$ cat src/hdl/tfs_pkg.sv
// package for the telemetry frame scheduler
// types, codes and constants shared by the divider unit and the top level
package tfs_pkg;

  localparam int MAX_CHANNELS = 16;
  localparam logic [31:0] DEFAULT_CHANNEL_MASK = 32'h0000_0003;
  localparam logic [31:0] STATUS_PERIOD_MS = 32'd100;
  localparam int DIV_W = 32;
  localparam int DIV_CNT_W = $clog2(DIV_W + 1);

  typedef enum logic [2:0] {
    KIND_FAST  = 3'd0,
    KIND_SLOW  = 3'd1,
    KIND_EVENT = 3'd2,
    KIND_DONE  = 3'd3,
    KIND_MASK  = 3'd4,
    KIND_RATE  = 3'd5
  } kind_t;

  typedef enum logic [2:0] {
    SEND_NONE   = 3'd0,
    SEND_WAVE   = 3'd1,
    SEND_EVENT  = 3'd2,
    SEND_ACK    = 3'd3,
    SEND_STATUS = 3'd4
  } send_t;

  typedef enum logic [1:0] {
    OWN_IDLE = 2'd0,
    OWN_WAVE = 2'd1,
    OWN_SLOW = 2'd2
  } owner_t;

  typedef enum logic [1:0] {
    ST_OK      = 2'd0,
    ST_LIMITED = 2'd1,
    ST_REJECT  = 2'd2
  } cmd_status_t;

  localparam logic [7:0] ACK_CMD_MASK = 8'd0;
  localparam logic [7:0] ACK_CMD_RATE = 8'd1;

  typedef enum logic [2:0] {
    REG_STREAM_ENABLE  = 3'd0,
    REG_STREAM_SUSPEND = 3'd1,
    REG_PWM_FREQ       = 3'd2,
    REG_MIN_DIVIDER    = 3'd3,
    REG_RATE_MIN       = 3'd4,
    REG_RATE_MAX       = 3'd5,
    REG_FAULT_TRIP_ID  = 3'd6
  } reg_idx_t;

  typedef enum logic [2:0] {
    S_IDLE,
    S_POP,
    S_DIV1,
    S_DIV2,
    S_ACK,
    S_OUT
  } state_t;

  typedef struct packed {
    logic            start;
    logic [DIV_W-1:0] dividend;
    logic [DIV_W-1:0] divisor;
  } div_req_t;

  typedef struct packed {
    logic             done;
    logic [DIV_W-1:0] quotient;
    logic [DIV_W-1:0] remainder;
  } div_rsp_t;

endpackage

$ cat src/hdl/tfs_divider.sv
// shared restoring divider, one quotient bit per cycle
// depends on tfs_pkg
module tfs_divider import tfs_pkg::*; (
  input  logic     clk,
  input  logic     rst_n,
  input  div_req_t req,
  output div_rsp_t rsp
);

  logic [DIV_W-1:0] quo_r, quo_nxt;
  logic [DIV_W-1:0] rem_r, rem_nxt;
  logic [DIV_W-1:0] dsr_r, dsr_nxt;
  logic [DIV_CNT_W-1:0] cnt_r, cnt_nxt;
  logic busy_r, busy_nxt;
  logic done_r, done_nxt;
  logic [DIV_W:0] trial;
  logic [DIV_W:0] shifted;

  always_comb begin
    quo_nxt  = quo_r;
    rem_nxt  = rem_r;
    dsr_nxt  = dsr_r;
    cnt_nxt  = cnt_r;
    busy_nxt = busy_r;
    done_nxt = 1'b0;
    shifted  = {rem_r, quo_r[DIV_W-1]};
    trial    = shifted - {1'b0, dsr_r};
    if (req.start) begin
      quo_nxt  = req.dividend;
      rem_nxt  = '0;
      dsr_nxt  = req.divisor;
      cnt_nxt  = DIV_CNT_W'(DIV_W);
      busy_nxt = 1'b1;
    end else if (busy_r) begin
      if (!trial[DIV_W]) begin
        rem_nxt = trial[DIV_W-1:0];
        quo_nxt = {quo_r[DIV_W-2:0], 1'b1};
      end else begin
        rem_nxt = shifted[DIV_W-1:0];
        quo_nxt = {quo_r[DIV_W-2:0], 1'b0};
      end
      cnt_nxt = cnt_r - 1'b1;
      if (cnt_r == DIV_CNT_W'(1)) begin
        busy_nxt = 1'b0;
        done_nxt = 1'b1;
      end
    end
  end

  always_ff @(posedge clk) begin
    if (!rst_n) begin
      busy_r <= 1'b0;
      done_r <= 1'b0;
      cnt_r  <= '0;
    end else begin
      busy_r <= busy_nxt;
      done_r <= done_nxt;
      cnt_r  <= cnt_nxt;
    end
    quo_r <= quo_nxt;
    rem_r <= rem_nxt;
    dsr_r <= dsr_nxt;
  end

  assign rsp.done      = done_r;
  assign rsp.quotient  = quo_r;
  assign rsp.remainder = rem_r;

  assert property (@(posedge clk) disable iff (!rst_n) done_r |-> !busy_r)
    else $error("divider done while busy");
  assert property (@(posedge clk) disable iff (!rst_n) busy_r |-> cnt_r != '0)
    else $error("divider busy with zero count");
  assert property (@(posedge clk) disable iff (!rst_n) done_r |-> $past(busy_r))
    else $error("divider done without run");

endmodule

$ cat src/hdl/telemetry_frame_scheduler.sv
// telemetry frame scheduler top level: state, sequencer and result register
// depends on tfs_pkg and tfs_divider
//
//  channel | handshake          | payload
//  in_     | in_valid/in_ready  | kind, now_ms, uart_ready, start_ok, command, event fields
//  out_    | out_valid/out_ready| send_kind, sequence_res, stamp_ms, frame fields, status
//  cfg_    | cfg_valid/cfg_ready| cfg_index, cfg_data
//
// each request has its mask bits counted two at a time in S_POP, then goes via S_OUT
// to the result register; set-mask and set-rate queue an ack whose rate needs a pass
// of the shared divider, and an accepted set-rate needs two passes
// synchronous active-low reset; out_valid holds until out_ready, and in_ready stays
// low until the result is taken
module telemetry_frame_scheduler import tfs_pkg::*; (
  input  logic        clk,
  input  logic        rst_n,
  input  logic        in_valid,
  output logic        in_ready,
  input  logic [2:0]  in_kind,
  input  logic [31:0] in_now_ms,
  input  logic        in_uart_ready,
  input  logic        in_start_ok,
  input  logic [31:0] in_command_value,
  input  logic [7:0]  in_event_code,
  input  logic [7:0]  in_motor_fault_code,
  input  logic [7:0]  in_shunt_fault_code,
  input  logic [31:0] in_event_detail,
  output logic        out_valid,
  input  logic        out_ready,
  output logic [2:0]  out_send_kind,
  output logic [15:0] out_sequence_res,
  output logic [31:0] out_stamp_ms,
  output logic [7:0]  out_frame_tag,
  output logic [7:0]  out_frame_code_a,
  output logic [7:0]  out_frame_code_b,
  output logic [31:0] out_frame_word,
  output logic [15:0] out_frame_rate_hz,
  output logic [4:0]  out_channel_count,
  output logic [1:0]  out_command_status,
  input  logic        cfg_valid,
  output logic        cfg_ready,
  input  logic [2:0]  cfg_index,
  input  logic [31:0] cfg_data
);

  // config registers
  logic        en_r, susp_r;
  logic [16:0] pwm_r;
  logic [15:0] mindiv_r, rmin_r, rmax_r;
  logic [7:0]  trip_r;

  // scheduler state
  owner_t      owner_r, owner_nxt;
  logic [15:0] dec_r, dec_nxt, div_r, div_nxt, wseq_r, wseq_nxt, sseq_r, sseq_nxt;
  logic [31:0] mask_r, mask_nxt, last_r, last_nxt;
  logic        stp_r, stp_nxt, evp_r, evp_nxt, ackp_r, ackp_nxt;
  logic [7:0]  evid_r, evid_nxt, evm_r, evm_nxt, evs_r, evs_nxt;
  logic [31:0] evd_r, evd_nxt;
  logic [7:0]  ackc_r, ackc_nxt;
  logic [1:0]  acks_r, acks_nxt;
  logic [31:0] ackm_r, ackm_nxt;
  logic [15:0] ackrt_r, ackrt_nxt;

  // request capture
  kind_t       kind_r;
  logic [31:0] now_r, cmd_r;
  logic        rdy_r, ok_r;
  logic [7:0]  ev_id_in_r, ev_m_in_r, ev_s_in_r;
  logic [31:0] ev_d_in_r;
  logic [31:0] pop_r, pop_nxt;
  logic [5:0]  cnt_r, cnt_nxt;

  state_t      state_r, state_nxt;

  // result register
  logic        ov_r, ov_nxt;
  logic [2:0]  o_kind_r, o_kind_nxt;
  logic [15:0] o_seq_r, o_seq_nxt;
  logic [31:0] o_stamp_r, o_stamp_nxt;
  logic [7:0]  o_tag_r, o_tag_nxt, o_a_r, o_a_nxt, o_b_r, o_b_nxt;
  logic [31:0] o_word_r, o_word_nxt;
  logic [15:0] o_rate_r, o_rate_nxt;
  logic [4:0]  o_cnt_r, o_cnt_nxt;
  logic [1:0]  o_st_r, o_st_nxt;

  div_req_t dreq;
  div_rsp_t drsp;

  tfs_divider u_div (.clk(clk), .rst_n(rst_n), .req(dreq), .rsp(drsp));

  logic        in_fire;
  logic [31:0] q, r;
  logic [15:0] dsel;
  logic [31:0] dclamp;
  logic [1:0]  pair;

  assign in_fire   = in_valid && in_ready;
  assign in_ready  = (state_r == S_IDLE) && !ov_r;
  assign cfg_ready = 1'b1;
  assign q = drsp.quotient;
  assign r = drsp.remainder;
  assign pair = 2'(pop_r[0]) + 2'(pop_r[1]);

  always_comb begin
    state_nxt = state_r;
    owner_nxt = owner_r; dec_nxt = dec_r; div_nxt = div_r;
    wseq_nxt = wseq_r; sseq_nxt = sseq_r; mask_nxt = mask_r; last_nxt = last_r;
    stp_nxt = stp_r; evp_nxt = evp_r; ackp_nxt = ackp_r;
    evid_nxt = evid_r; evm_nxt = evm_r; evs_nxt = evs_r; evd_nxt = evd_r;
    ackc_nxt = ackc_r; acks_nxt = acks_r; ackm_nxt = ackm_r; ackrt_nxt = ackrt_r;
    pop_nxt = pop_r; cnt_nxt = cnt_r;
    ov_nxt = ov_r;
    o_kind_nxt = o_kind_r; o_seq_nxt = o_seq_r; o_stamp_nxt = o_stamp_r;
    o_tag_nxt = o_tag_r; o_a_nxt = o_a_r; o_b_nxt = o_b_r; o_word_nxt = o_word_r;
    o_rate_nxt = o_rate_r; o_cnt_nxt = o_cnt_r; o_st_nxt = o_st_r;
    dreq = '0;
    dsel = (div_r == '0) ? 16'd1 : div_r;
    dclamp = '0;

    if (ov_r && out_ready) ov_nxt = 1'b0;

    case (state_r)
      S_IDLE: begin
        if (in_fire) begin
          pop_nxt = (in_kind == KIND_MASK) ? in_command_value : mask_r;
          cnt_nxt = '0;
          state_nxt = S_POP;
        end
      end
      S_POP: begin
        // count bits two per cycle; once done, clear result defaults and handle the request
        cnt_nxt = 6'(cnt_r + 6'(pair));
        pop_nxt = {2'b00, pop_r[31:2]};
        if (pop_r == '0) begin
          o_kind_nxt = SEND_NONE; o_seq_nxt = '0; o_stamp_nxt = '0; o_tag_nxt = '0;
          o_a_nxt = '0; o_b_nxt = '0; o_word_nxt = '0; o_rate_nxt = '0;
          o_cnt_nxt = '0; o_st_nxt = '0;
          state_nxt = S_OUT;
          case (kind_r)
            KIND_FAST: begin
              if (en_r && !susp_r && mask_r != '0) begin
                dec_nxt = dec_r + 16'd1;
                if (dec_nxt >= div_r) begin
                  dec_nxt = '0;
                  if (owner_r == OWN_IDLE && rdy_r) begin
                    wseq_nxt = wseq_r + 16'd1;
                    if (!ok_r) owner_nxt = OWN_IDLE;
                    else begin
                      owner_nxt = OWN_WAVE;
                      o_kind_nxt = SEND_WAVE;
                      o_seq_nxt = wseq_r;
                      o_stamp_nxt = now_r;
                      o_word_nxt = mask_r;
                      o_cnt_nxt = (cnt_r > 6'(MAX_CHANNELS)) ? 5'(MAX_CHANNELS) : 5'(cnt_r);
                    end
                  end
                end
              end
            end
            KIND_SLOW: begin
              stp_nxt = stp_r || ((now_r - last_r) >= STATUS_PERIOD_MS);
              if ((evp_r || ackp_r || stp_nxt) && !susp_r && owner_r == OWN_IDLE
                  && rdy_r) begin
                sseq_nxt = sseq_r + 16'd1;
                if (!ok_r) owner_nxt = OWN_IDLE;
                else begin
                  owner_nxt = OWN_SLOW;
                  o_seq_nxt = sseq_r;
                  if (evp_r) begin
                    evp_nxt = 1'b0; o_kind_nxt = SEND_EVENT; o_stamp_nxt = now_r;
                    o_tag_nxt = evid_r; o_a_nxt = evm_r; o_b_nxt = evs_r;
                    o_word_nxt = evd_r;
                  end else if (ackp_r) begin
                    ackp_nxt = 1'b0; o_kind_nxt = SEND_ACK; o_tag_nxt = ackc_r;
                    o_a_nxt = {6'd0, acks_r}; o_word_nxt = ackm_r; o_rate_nxt = ackrt_r;
                  end else begin
                    stp_nxt = 1'b0; last_nxt = now_r; o_kind_nxt = SEND_STATUS;
                    o_stamp_nxt = now_r;
                  end
                end
              end
            end
            KIND_EVENT: begin
              // a pending fault-trip event is kept unless the new event is also a fault trip
              if (!(evp_r && evid_r == trip_r && ev_id_in_r != trip_r)) begin
                evid_nxt = ev_id_in_r; evm_nxt = ev_m_in_r; evs_nxt = ev_s_in_r;
                evd_nxt = ev_d_in_r;
                evp_nxt = 1'b1;
              end
            end
            KIND_DONE: owner_nxt = OWN_IDLE;
            KIND_MASK: begin
              if (cnt_r > 6'(MAX_CHANNELS)) acks_nxt = ST_LIMITED;
              else begin
                mask_nxt = cmd_r;
                acks_nxt = ST_OK;
              end
              ackc_nxt = ACK_CMD_MASK;
              state_nxt = S_ACK;
              dreq.start = 1'b1; dreq.dividend = {15'd0, pwm_r}; dreq.divisor = {16'd0, dsel};
            end
            KIND_RATE: begin
              ackc_nxt = ACK_CMD_RATE;
              if (cmd_r == '0 || cmd_r < {16'd0, rmin_r} || cmd_r > {16'd0, rmax_r}) begin
                acks_nxt = ST_REJECT;
                state_nxt = S_ACK;
                dreq.start = 1'b1; dreq.dividend = {15'd0, pwm_r};
                dreq.divisor = {16'd0, dsel};
              end else begin
                state_nxt = S_DIV1;
                dreq.start = 1'b1; dreq.dividend = {15'd0, pwm_r}; dreq.divisor = cmd_r;
              end
            end
            default: ;
          endcase
        end
      end
      S_DIV1: begin
        if (drsp.done) begin
          dclamp = (q < {16'd0, mindiv_r}) ? {16'd0, mindiv_r} : q;
          div_nxt = (dclamp > 32'd65535) ? 16'hFFFF : dclamp[15:0];
          dec_nxt = '0;
          acks_nxt = (r == '0) ? ST_OK : ST_LIMITED;
          state_nxt = S_DIV2;
        end
      end
      S_DIV2: begin
        dreq.start = 1'b1; dreq.dividend = {15'd0, pwm_r}; dreq.divisor = {16'd0, dsel};
        state_nxt = S_ACK;
      end
      S_ACK: begin
        if (drsp.done) begin
          ackm_nxt = mask_r;
          ackrt_nxt = (q > 32'd65535) ? 16'hFFFF : q[15:0];
          ackp_nxt = 1'b1;
          o_st_nxt = acks_r;
          state_nxt = S_OUT;
        end
      end
      S_OUT: begin
        ov_nxt = 1'b1;
        state_nxt = S_IDLE;
      end
      default: state_nxt = S_IDLE;
    endcase
  end

  always_ff @(posedge clk) begin
    if (!rst_n) begin
      state_r <= S_IDLE;
      ov_r <= 1'b0;
      en_r <= 1'b1; susp_r <= 1'b0; pwm_r <= 17'd20000; mindiv_r <= 16'd40;
      rmin_r <= 16'd1; rmax_r <= 16'd500; trip_r <= 8'd1;
      owner_r <= OWN_IDLE; dec_r <= '0; div_r <= 16'd40; mask_r <= DEFAULT_CHANNEL_MASK;
      wseq_r <= '0; sseq_r <= '0; last_r <= '0;
      stp_r <= 1'b0; evp_r <= 1'b0; ackp_r <= 1'b0;
      evid_r <= '0; evm_r <= '0; evs_r <= '0; evd_r <= '0;
      ackc_r <= '0; acks_r <= '0; ackm_r <= '0; ackrt_r <= '0;
    end else begin
      state_r <= state_nxt;
      ov_r <= ov_nxt;
      owner_r <= owner_nxt; dec_r <= dec_nxt; div_r <= div_nxt; mask_r <= mask_nxt;
      wseq_r <= wseq_nxt; sseq_r <= sseq_nxt; last_r <= last_nxt;
      stp_r <= stp_nxt; evp_r <= evp_nxt; ackp_r <= ackp_nxt;
      evid_r <= evid_nxt; evm_r <= evm_nxt; evs_r <= evs_nxt; evd_r <= evd_nxt;
      ackc_r <= ackc_nxt; acks_r <= acks_nxt; ackm_r <= ackm_nxt; ackrt_r <= ackrt_nxt;
      if (cfg_valid && cfg_ready) begin
        case (reg_idx_t'(cfg_index))
          REG_STREAM_ENABLE:  en_r <= cfg_data[0];
          REG_STREAM_SUSPEND: susp_r <= cfg_data[0];
          REG_PWM_FREQ:       pwm_r <= cfg_data[16:0];
          REG_MIN_DIVIDER:    mindiv_r <= cfg_data[15:0];
          REG_RATE_MIN:       rmin_r <= cfg_data[15:0];
          REG_RATE_MAX:       rmax_r <= cfg_data[15:0];
          REG_FAULT_TRIP_ID:  trip_r <= cfg_data[7:0];
          default: ;
        endcase
      end
    end
    if (in_fire) begin
      kind_r <= kind_t'(in_kind); now_r <= in_now_ms; cmd_r <= in_command_value;
      rdy_r <= in_uart_ready; ok_r <= in_start_ok;
      ev_id_in_r <= in_event_code; ev_m_in_r <= in_motor_fault_code;
      ev_s_in_r <= in_shunt_fault_code; ev_d_in_r <= in_event_detail;
    end
    pop_r <= pop_nxt; cnt_r <= cnt_nxt;
    o_kind_r <= o_kind_nxt; o_seq_r <= o_seq_nxt; o_stamp_r <= o_stamp_nxt;
    o_tag_r <= o_tag_nxt; o_a_r <= o_a_nxt; o_b_r <= o_b_nxt; o_word_r <= o_word_nxt;
    o_rate_r <= o_rate_nxt; o_cnt_r <= o_cnt_nxt; o_st_r <= o_st_nxt;
  end

  assign out_valid = ov_r;
  assign out_send_kind = o_kind_r;
  assign out_sequence_res = o_seq_r;
  assign out_stamp_ms = o_stamp_r;
  assign out_frame_tag = o_tag_r;
  assign out_frame_code_a = o_a_r;
  assign out_frame_code_b = o_b_r;
  assign out_frame_word = o_word_r;
  assign out_frame_rate_hz = o_rate_r;
  assign out_channel_count = o_cnt_r;
  assign out_command_status = o_st_r;

  assert property (@(posedge clk) disable iff (!rst_n) ov_r |-> state_r == S_IDLE)
    else $error("result pending while busy");
  assert property (@(posedge clk) disable iff (!rst_n)
    (ov_r && !out_ready) |=> ov_r && $stable(o_kind_r))
    else $error("result dropped");
  assert property (@(posedge clk) disable iff (!rst_n)
    (state_r == S_ACK && drsp.done) |=> ackp_r)
    else $error("ack not queued");

endmodule
$ cat config.mk
export PLATFORM = sky130hd
export DESIGN_NAME = telemetry_frame_scheduler
export DESIGN_NICKNAME = d
export VERILOG_FILES = /design/src/hdl/tfs_pkg.sv /design/src/hdl/tfs_divider.sv /design/src/hdl/telemetry_frame_scheduler.sv
export SDC_FILE = /design/constraint.sdc
export NUM_CORES = 1
export LEC_CHECK = 0
export ABC_CLOCK_PERIOD_IN_PS = 15250
export BUFFER_PORTS_ARGS = -buffer_cell sky130_fd_sc_hd__buf_4
export CORE_MARGIN = 2
export CORE_UTILIZATION = 25
export CTS_BUF_LIST = sky130_fd_sc_hd__clkbuf_8
export CTS_CLUSTER_DIAMETER = 100
export CTS_CLUSTER_SIZE = 25
export DETAILED_ROUTE_END_ITERATION = 10
export GPL_ROUTABILITY_DRIVEN = 0
export PLACE_DENSITY = 0.38
export SYNTH_ARGS = -nofsm -noshare
export SYNTH_HDL_FRONTEND = slang
export SYNTH_SLANG_ARGS = --single-unit
$ cat constraint.sdc
create_clock -name clk -period 15.25 [get_ports clk]
set_input_delay 0.7625 -clock clk [delete_from_list [all_inputs] [get_ports clk]]
set_output_delay 0.7625 -clock clk [all_outputs]
set_load 0.005 [all_outputs]
==> Yosys cells after proc, flatten, opt, wreduce, memory -nomap -nowiden <==
Index checks and enable logic that the tools add are counted.
{ "word_totals": {"regBits": 723, "elab_cells": 300} }
{ "op_classes": {"mux": 110, "n_addsub": 8, "bitwise": 13, "n_reduce_logical": 67, "n_eq_ne": 38, "n_lt_le_gt_ge": 8} }
{ "op_table": {"columns": ["op", "count"], "rows": [
  ["$mux 32", 23],
  ["$pmux 65 s2", 2],
  ["$mux 16", 14],
  ["$pmux 32 s2", 3],
  ["$logic_not 32->1", 3],
  ["$mux 65", 1],
  ["$gt 32x16->1 const B", 2],
  ["$lt 32x16->1", 2],
  ["$pmux 16 s2", 2],
  ["$add 16x1->16 const B", 3],
  ["$sub 33x32->33", 1],
  ["$ge 32x7->1 const B", 1],
  ["$gt 32x16->1", 1],
  ["$reduce_bool 32->1", 1],
  ["$sub 32x32->32", 1],
  ["$mux 1", 27],
  ["$mux 3", 9],
  ["$eq 3x3->1 const B", 8],
  ["$mux 8", 3],
  ["$ne 2x2->1 const B", 12],
  ["$mux 2", 11],
  ["$reduce_and 2->1", 11],
  ["$reduce_and 7->1", 3],
  ["$reduce_and 4->1", 5],
  ["other kinds (38)", 95]
]} }

==> Longest topological paths before layout <==
Gate-level depths: netlist of the first run.
{ "depth": {"ltp_word": 11, "depth_mapped": 18, "mapped_depth_nobuf": 17} }

==> Cells and area by module <==
A second synthesis of the first run with hierarchy kept.
{ "unflattened": {"cells_unflattened": 3429, "area_unflattened_um2": 34330.4} }
{ "by_module_without_submodules": {"columns": ["module", "area_each_um2", "seq_area_each_um2", "n_inst", "cells_each"], "rows": [
  ["telemetry_frame_scheduler", 28426.0, 15184.6, 1, 2868],
  ["tfs_divider", 5904.4, 2722.6, 1, 561]
]} }

==> Worst setup path before layout of the first run <==
No wires, ideal clock.
{ "synth_path": {"kind": "register to register", "startpoint": "reg state_r[0]", "endpoint": "reg u_div.quo_r[0], enable pin", "path_stages_with_launch": 10, "period_less_slack_ns": 5.776, "required_time_ns": 14.768, "n_path_buf": 2, "path_slack_ns": 9.474, "arrival_time_ns": 5.293, "path_cell_list": "dfxtp_1 nor2b_1 nor2b_1 nand2_1 clkinv_1 nand2_1 clkbuf_1 and2_1 clkbuf_1 nand2b_1"} }
{ "synth_via": {"elab_chain_len": 3} }
{ "synth_rtl": {"columns": ["element", "line", "rtl"], "rows": [
  ["start: declaration", "telemetry_frame_scheduler.sv:73", "state_t state_r, state_nxt;"],
  ["start signal: assignment", "telemetry_frame_scheduler.sv:260", "state_r <= state_nxt;"],
  ["$eq 3x2->1 / $eq 3x1->1 (equally long branches)", "telemetry_frame_scheduler.sv:122", "case (state_r)"],
  ["$pmux 65 s2 *", "telemetry_frame_scheduler.sv:122", null],
  ["$reduce_bool 2->1 (no source line) *", null, null],
  ["end signal: assignment", "tfs_divider.sv:60", "quo_r <= quo_nxt;"],
  ["end: declaration", "tfs_divider.sv:10", "logic [DIV_W-1:0] quo_r, quo_nxt;"]
]} }
Mark *: on every way between the ends. The rest lies on a longest branch, timed or not.
A chain may end at the register's enable or synchronous reset.

==> Final worst setup path of the first run <==
{ "layout_path": {"startpoint": "reg state_r[2]", "endpoint": "reg u_div.dsr_r[18], enable pin"} }
{ "layout_via": {"elab_chain_len": 2} }
{ "layout_rtl": {"columns": ["element", "line", "rtl"], "rows": [
  ["$eq 3x2->1 / $eq 3x1->1 (equally long branches)", "telemetry_frame_scheduler.sv:122", null],
  ["$pmux 65 s2 *", "telemetry_frame_scheduler.sv:122", null],
  ["end signal: assignment", "tfs_divider.sv:62", "dsr_r <= dsr_nxt;"],
  ["end: declaration", "tfs_divider.sv:12", "logic [DIV_W-1:0] dsr_r, dsr_nxt;"]
]} }
Marks and branches as above.

==> metrics.csv, run 1 <==
metric,value,unit
result of the run,"finished, final reports clean",
via-per-instance ratio,4.65,
sequential fraction of the synthesis area,53.2,%
clock tree from TritonCTS,done,
floorplan die width,371,um
endpoint type of the worst setup path,register,
DP HPWL,72800,um
Hold WS,0.147,ns
Setup Crit Path Kind,reg2reg,
count of instances resized after the clock tree is built,0,
First-pass DRT Iterations,7,
worst voltage drop across the vdd grid,0.0000608,V
post-synthesis sequential element count,716,
first-pass GRT wire length,158000,um
"Primary FF master, synth",dfxtp_1,
number of antenna violations at the first check in global routing,12,
clock tree root buffer cell,clkbuf_8,
Final Skew,0.0952,ns
netlist area before placement,0.0337,mm2
buffers and inverters on the worst path,7,
async set or reset register ratio after synthesis,0,%
Top Family by Delay on Critical Path,buffers and inverters,
number of sinks handled by clock tree synthesis,716,
Max-Cap Viols,0,
Yosys cell types,96,
kind of start point of the critical path,register,
core box area,0.134,mm2
Placement Rows,134,
number of buffers added for setup after CTS,0,
TritonCTS Buffers,41,
initial standard-cell utilization of the core,25.2,%
IO Port Bufs,281,
global route total overflow,0,
length in cells of the worst reg-to-reg path,12,
setup violators final,0,
Skew-Pair Late Insertion Delay,0.79,ns
unrepaired setup endpoints after global routing,no,
Post-CTS Hold Fix Bufs,0,
Avg Inst Size Synth,10.1,um2
slew of the pin with the lowest slew margin,1.34,ns
total count of hold-check failures in the final report,0,
worst-path maximum fanout,81,
share of layout cells above drive strength 1,11.7,%
Cells on Worst Hold Path,1,
Total Die Area,0.138,mm2
via count,24900,
cells along the critical path,"nor2b_1, buf_4, nor2b_4, buf_4, nand2_1, inv_6, buf_4, nand2_1, and2_1, buf_4, inv_2, buf_4",
clock-pin slew on the worst setup and hold paths,0.18,ns
count of flip-flops with a built-in enable after synthesis,357,
count of boundary I/O pins,298,
Max clock buf depth,3,
Area Overhead vs Synth,14.5,%
deepest level of the CTS H-tree,2,
number of pins exceeding their max-slew limit in the final report,0,
type of the most critical hold path,in2reg,
Critical Path RT,15.61,ns
Die Ht,371,um
Critical Path Stages,12,
Total Power,0.00373,W
DRT antenna net count,0,
final critical-path share of the clock period,42.1,%
wire per inst,19.7,um
utilization of the core after routing,28.9,%
number of instances in the synthesized netlist,3350,
Total GRT Usage,15.0,%
P per Cell Area,96.8,mW/mm2
starting DRC count in detailed routing,1702,
Crit-path slowest cell,inv_6,
worst path arrival time,6.78,ns
post-detailed-route DRC marker count,0,
"most common cell after layout, fill and taps aside",nand2_1,
"leading cell types in the layout, fill and taps excluded","nand2_1 (505), dfxtp_1 (358), edfxtp_1 (357)",
synth warn,0,
upper clock frequency limit,156,MHz
Slew headroom,9.57,%
maximum number of pins on one net before global-route repair,88,
Critical Path Max Stage Delay,0.84,ns
Final nets,3849,
leakage power,14.5,nW
Setup TNS Final,0,ns
overall routed net length,105000,um
vias in the first global route,24400,
Filler Cells Inserted,14100,
minimum period implied by the final worst setup slack,6.42,ns
most prevalent standard cell on the critical path,buf_4,
[metal layers]
layer  wire [um]  vias to the layer above  global-route usage (%)
li1            -                    12400                       -
met1       48900                    12000                    20.1
met2       49300                      434                    24.9
met3        5210                       96                    3.04
met4        1750                       16                    3.15
met5          90                        -                       0
[cell usage after synthesis (16+ instances only)]
library cell  number  share of area, %
nand3_1           62              0.92
a211oi_1          19              0.42
and3_1            56               1.0
a21oi_1          249               3.7
nor4_1            59               1.1
a22o_1            35              0.91
edfxtp_1         357                32
a21o_1            47               1.0
mux2i_1          167               5.0
clkbuf_1         132               1.5
dfxtp_1          359                21
nor2_1           212               2.4
nand2b_1          34              0.63
xnor2_1           61               1.6
nor3_1            79               1.2
nor2b_1           19              0.35
a221oi_1          16              0.42
a222oi_1          32              0.95
ha_1             131               4.9
inv_1            197               2.2
o21ai_0          107               1.6
o211ai_1          32              0.71
xor2_1            32              0.83
nand4_1           34              0.63
nand2_1          505               5.6
a21boi_1          30              0.67
and2_1            47              0.87
[path summary, 6_finish.rpt]
path / start / to / slack [ns]
setup / recovery: state_r[2] / u_div.dsr_r[18] / 8.83
hold / removal: in_event_detail[4] / ev_d_in_r[4] / 0.15
setup reg to reg: state_r[2] / u_div.dsr_r[18] / 8.83
hold reg to reg: ackm_r[15] / ackm_r[15] / 0.46
[area by class of cell]
cell class / instances / area, um2 / area share (%)
Clock inverter: 34 / 364 / 0.944
Clock buffer: 41 / 564 / 1.46
Antenna cell: 3 / 7.51 / 0.0195
Multi-Input combinational cell: 2279 / 14400 / 37.3
Sequential cell: 716 / 17900 / 46.4
Timing Repair Buffer: 313 / 2350 / 6.09
Tap cell: 1768 / 2210 / 5.74
Inverter: 199 / 759 / 1.97
[kinds of logic after synthesis]
kind of cell    share of synthesized area [%]
flops                                    53.2
mux                                      5.00
xor+xnor                                 2.42
fa+ha+maj                                5.05
compound gates                           13.8
other cells                            0.0223
simple gates                             16.1
buf+inv                                  4.42
[power breakdown]
group          leakage, nW  switching [W]  internal (W)
registers             5.99      0.0000664       0.00210
clock network        0.509       0.000719      0.000335
logic                 8.05       0.000307      0.000206
total                 14.5        0.00109       0.00264
[metrics by stage]
step / setup WS, ns / std cells / cell area [um2]
2_1_floorplan: 9.47 / 3365 / 33700
3_3_place_gp: 8.66 / 5275 / 37600
3_5_place_dp: 8.63 / 5275 / 37600
4_1_cts: 8.52 / 5350 / 38500
5_1_grt: 8.23 / 5351 / 38500
6_report: 8.83 / 5353 / 38600
Power figures use the tool's default switching activity.
==> run 2, diff against run 1 <==
--- a/config.mk
+++ b/config.mk
@@ -5,7 +5,7 @@
 export SDC_FILE = /design/constraint.sdc
 export NUM_CORES = 1
 export LEC_CHECK = 0
-export ABC_CLOCK_PERIOD_IN_PS = 15250
+export ABC_CLOCK_PERIOD_IN_PS = 5900
 export BUFFER_PORTS_ARGS = -buffer_cell sky130_fd_sc_hd__buf_4
 export CORE_MARGIN = 2
 export CORE_UTILIZATION = 25
@@ -14,7 +14,7 @@
 export CTS_CLUSTER_SIZE = 25
 export DETAILED_ROUTE_END_ITERATION = 10
 export GPL_ROUTABILITY_DRIVEN = 0
-export PLACE_DENSITY = 0.38
+export PLACE_DENSITY = 0.39
 export SYNTH_ARGS = -nofsm -noshare
 export SYNTH_HDL_FRONTEND = slang
 export SYNTH_SLANG_ARGS = --single-unit
==> constraint.sdc (replaced) <==
create_clock -name clk -period 5.9 [get_ports clk]
set_input_delay 0.295 -clock clk [delete_from_list [all_inputs] [get_ports clk]]
set_output_delay 0.295 -clock clk [all_outputs]
set_load 0.005 [all_outputs]
==> run 2 against run 1 <==
Net effect: combinational power rose to 2.7 times the previous value; wire length is 0.27% higher; final cell count is 2.9% higher; register-to-register slack got worse by 7.9 ns; worst setup slack got worse by 7.9 ns; power rose to 2.6 times the previous value.
==> metrics.csv, run 2 (synthesized netlist as in run 1, its figures left out) <==
metric,value,unit,change
result of the run,"finished, final reports clean",,
floorplan die width,371,um,unchanged
share of layout cells above drive strength 1,11.4,%,-0.30 points
post-detailed-placement cell area,0.0377,mm2,+0.13%
Hold WS,0.208,ns,+0.0604 ns
Placement Rows,134,,unchanged
final critical-path share of the clock period,83.6,%,+42 points
core box area,0.134,mm2,unchanged
switching portion of total power,29.4,%,+0.11 points
number of pins exceeding their max-slew limit in the final report,0,,unchanged
total count of hold-check failures in the final report,0,,unchanged
"number of placed instances, taps included",5280,,+0.095%
cells along the critical path,"inv_1, ha_1, fa_1, nand2b_1, a21oi_1, o22ai_2, xnor2_1, or4_1, nor4b_1, o211a_1, nand4_1, nor3_2, buf_4, or4_2, buf_4, mux2i_1",,
Setup TNS Final,0,ns,unchanged
Crit-path slowest cell,or4_2,,
Final nets,4004,,+4.0%
global route total overflow,0,,unchanged
number of antenna violations at the first check in global routing,8,,-4
"leading cell types in the layout, fill and taps excluded","nand2_1 (505), dfxtp_1 (358), edfxtp_1 (357)",,
Setup Crit Path Kind,reg2reg,,
Slew headroom,21.2,%,+12 points
switching pwr,0.00286,W,+160%
fin area,0.0401,mm2,+4.0%
maximum number of pins on one net before global-route repair,185,,+110%
Critical Path Max Stage Delay,0.64,ns,-0.20 ns
Final Skew,0.0987,ns,+0.00352 ns
Max clock buf depth,3,,unchanged
clock tree from TritonCTS,done,,
Area Overhead vs Synth,19.1,%,
setup violators final,0,,unchanged
via count,25600,,+2.8%
share of total power in combinational logic,14.5,%,+0.7 points
Critical Path RT,6.58,ns,-9.03 ns
DP HPWL,73600,um,+1.1%
Skew-Pair Late Insertion Delay,0.79,ns,about the same
First-pass DRT Iterations,6,,-1
clock-pin slew on the worst setup and hold paths,0.16,ns,-0.02 ns
part of the power in the clock network,28.0,%,-0.3 points
P per Cell Area,243,mW/mm2,+150%
most prevalent standard cell on the critical path,buf_4,,
Die Ht,371,um,unchanged
Max-Cap Viols,0,,unchanged
starting DRC count in detailed routing,1590,,-6.6%
number of sinks handled by clock tree synthesis,716,,unchanged
clock tree root buffer cell,clkbuf_8,,
worst-path maximum fanout,21,,-74%
endpoint type of the worst setup path,register,,
sequential cell fraction of total power,57.5,%,-0.5 points
Total GRT Usage,15.0,%,+0.044 points
overall routed net length,106000,um,+0.27%
vias in the first global route,25200,,+3.2%
IO Port Bufs,281,,unchanged
unrepaired setup endpoints after global routing,no,,
count of boundary I/O pins,298,,unchanged
minimum period implied by the final worst setup slack,4.93,ns,-1.48 ns
TritonCTS Buffers,41,,unchanged
upper clock frequency limit,203,MHz,+30%
Total Die Area,0.138,mm2,unchanged
"most common cell after layout, fill and taps aside",nand2_1,,
initial standard-cell utilization of the core,25.2,%,unchanged
Post-CTS Hold Fix Bufs,150,,+150
leakage power,15.2,nW,+4.4%
via-per-instance ratio,4.64,,-0.13%
DRT antenna net count,0,,unchanged
wire per inst,19.2,um,-2.6%
internal cell power,0.00687,W,+160%
slew of the pin with the lowest slew margin,1.18,ns,-0.160 ns
number of buffers added for setup after CTS,0,,unchanged
first-pass GRT wire length,159000,um,+1.0%
post-detailed-route DRC marker count,0,,unchanged
type of the most critical hold path,in2reg,,
worst voltage drop across the vdd grid,0.000174,V,+190%
post-route non-filler standard cell count,5510,,+2.9%
deepest level of the CTS H-tree,2,,unchanged
worst path arrival time,5.61,ns,-1.17 ns
count of instances resized after the clock tree is built,0,,unchanged
kind of start point of the critical path,register,,
## run 2: per-stage QoR
| step | total power (W) | setup WS [ns] | util [%] |
|---|---|---|---|
| after floorplan | 0.00660 | 0.124 | - |
| after global placement | 0.00705 | 1.06 | 28.2 |
| after detailed placement | 0.00704 | 1.02 | 28.2 |
| after CTS | 0.00992 | 0.931 | 30.0 |
| after global routing | 0.0102 | 0.602 | 30.0 |
| final | 0.00973 | 0.967 | 30.0 |
## run 2: path summary, 6_finish.rpt
path                                           from             to  slack, ns  depth (start not counted)
worst max-delay path                       now_r[0]     last_r[16]       0.97                         16
worst min-delay path            in_event_detail[21]  ev_d_in_r[21]       0.21                          2
worst max register to register             now_r[0]     last_r[16]       0.97                         16
worst min register to register            rmax_r[1]      rmax_r[1]       0.46                          2
## run 2: layout make-up
| cell class | instances | area, um2 |
|---|---|---|
| multi-input cells | 2279 | 14400 |
| inverters | 199 | 759 |
| clock inverters | 34 | 344 |
| clock buffers | 42 | 578 |
| diodes | 4 | 10.0 |
| flip-flops and latches | 716 | 17900 |
| well taps | 1768 | 2210 |
| repair buffers | 468 | 3900 |
| fillers | 14000 | 93500 |
## run 2: power by group through the flow
stage | Combinational [W] | Sequential, W | Clock [W]
after floorplan | 0.000967 | 0.00563 | 0
after global placement | 0.00134 | 0.00571 | 0
after detailed placement | 0.00134 | 0.00571 | 0
after CTS | 0.00143 | 0.00560 | 0.00289
after global routing | 0.00159 | 0.00562 | 0.00303
final | 0.00141 | 0.00559 | 0.00272
## run 2: routing by layer
layer | GRT usage (%) | share of wire (%)
met1 | 20.6 | 47
met2 | 25.1 | 47
met3 | 2.05 | 4.0
met4 | 3.22 | 1.7
met5 | 0 | 0.052
## run 2: critical path: cells and delay by family (launching register included)
kind	cells	cell delay (ns)
flops	1	0.37
compound gates	3	0.66
buf+inv	3	0.65
xor+xnor	1	0.16
simple gates	6	2.07
fa+ha+maj	2	0.72
mux	1	0.20
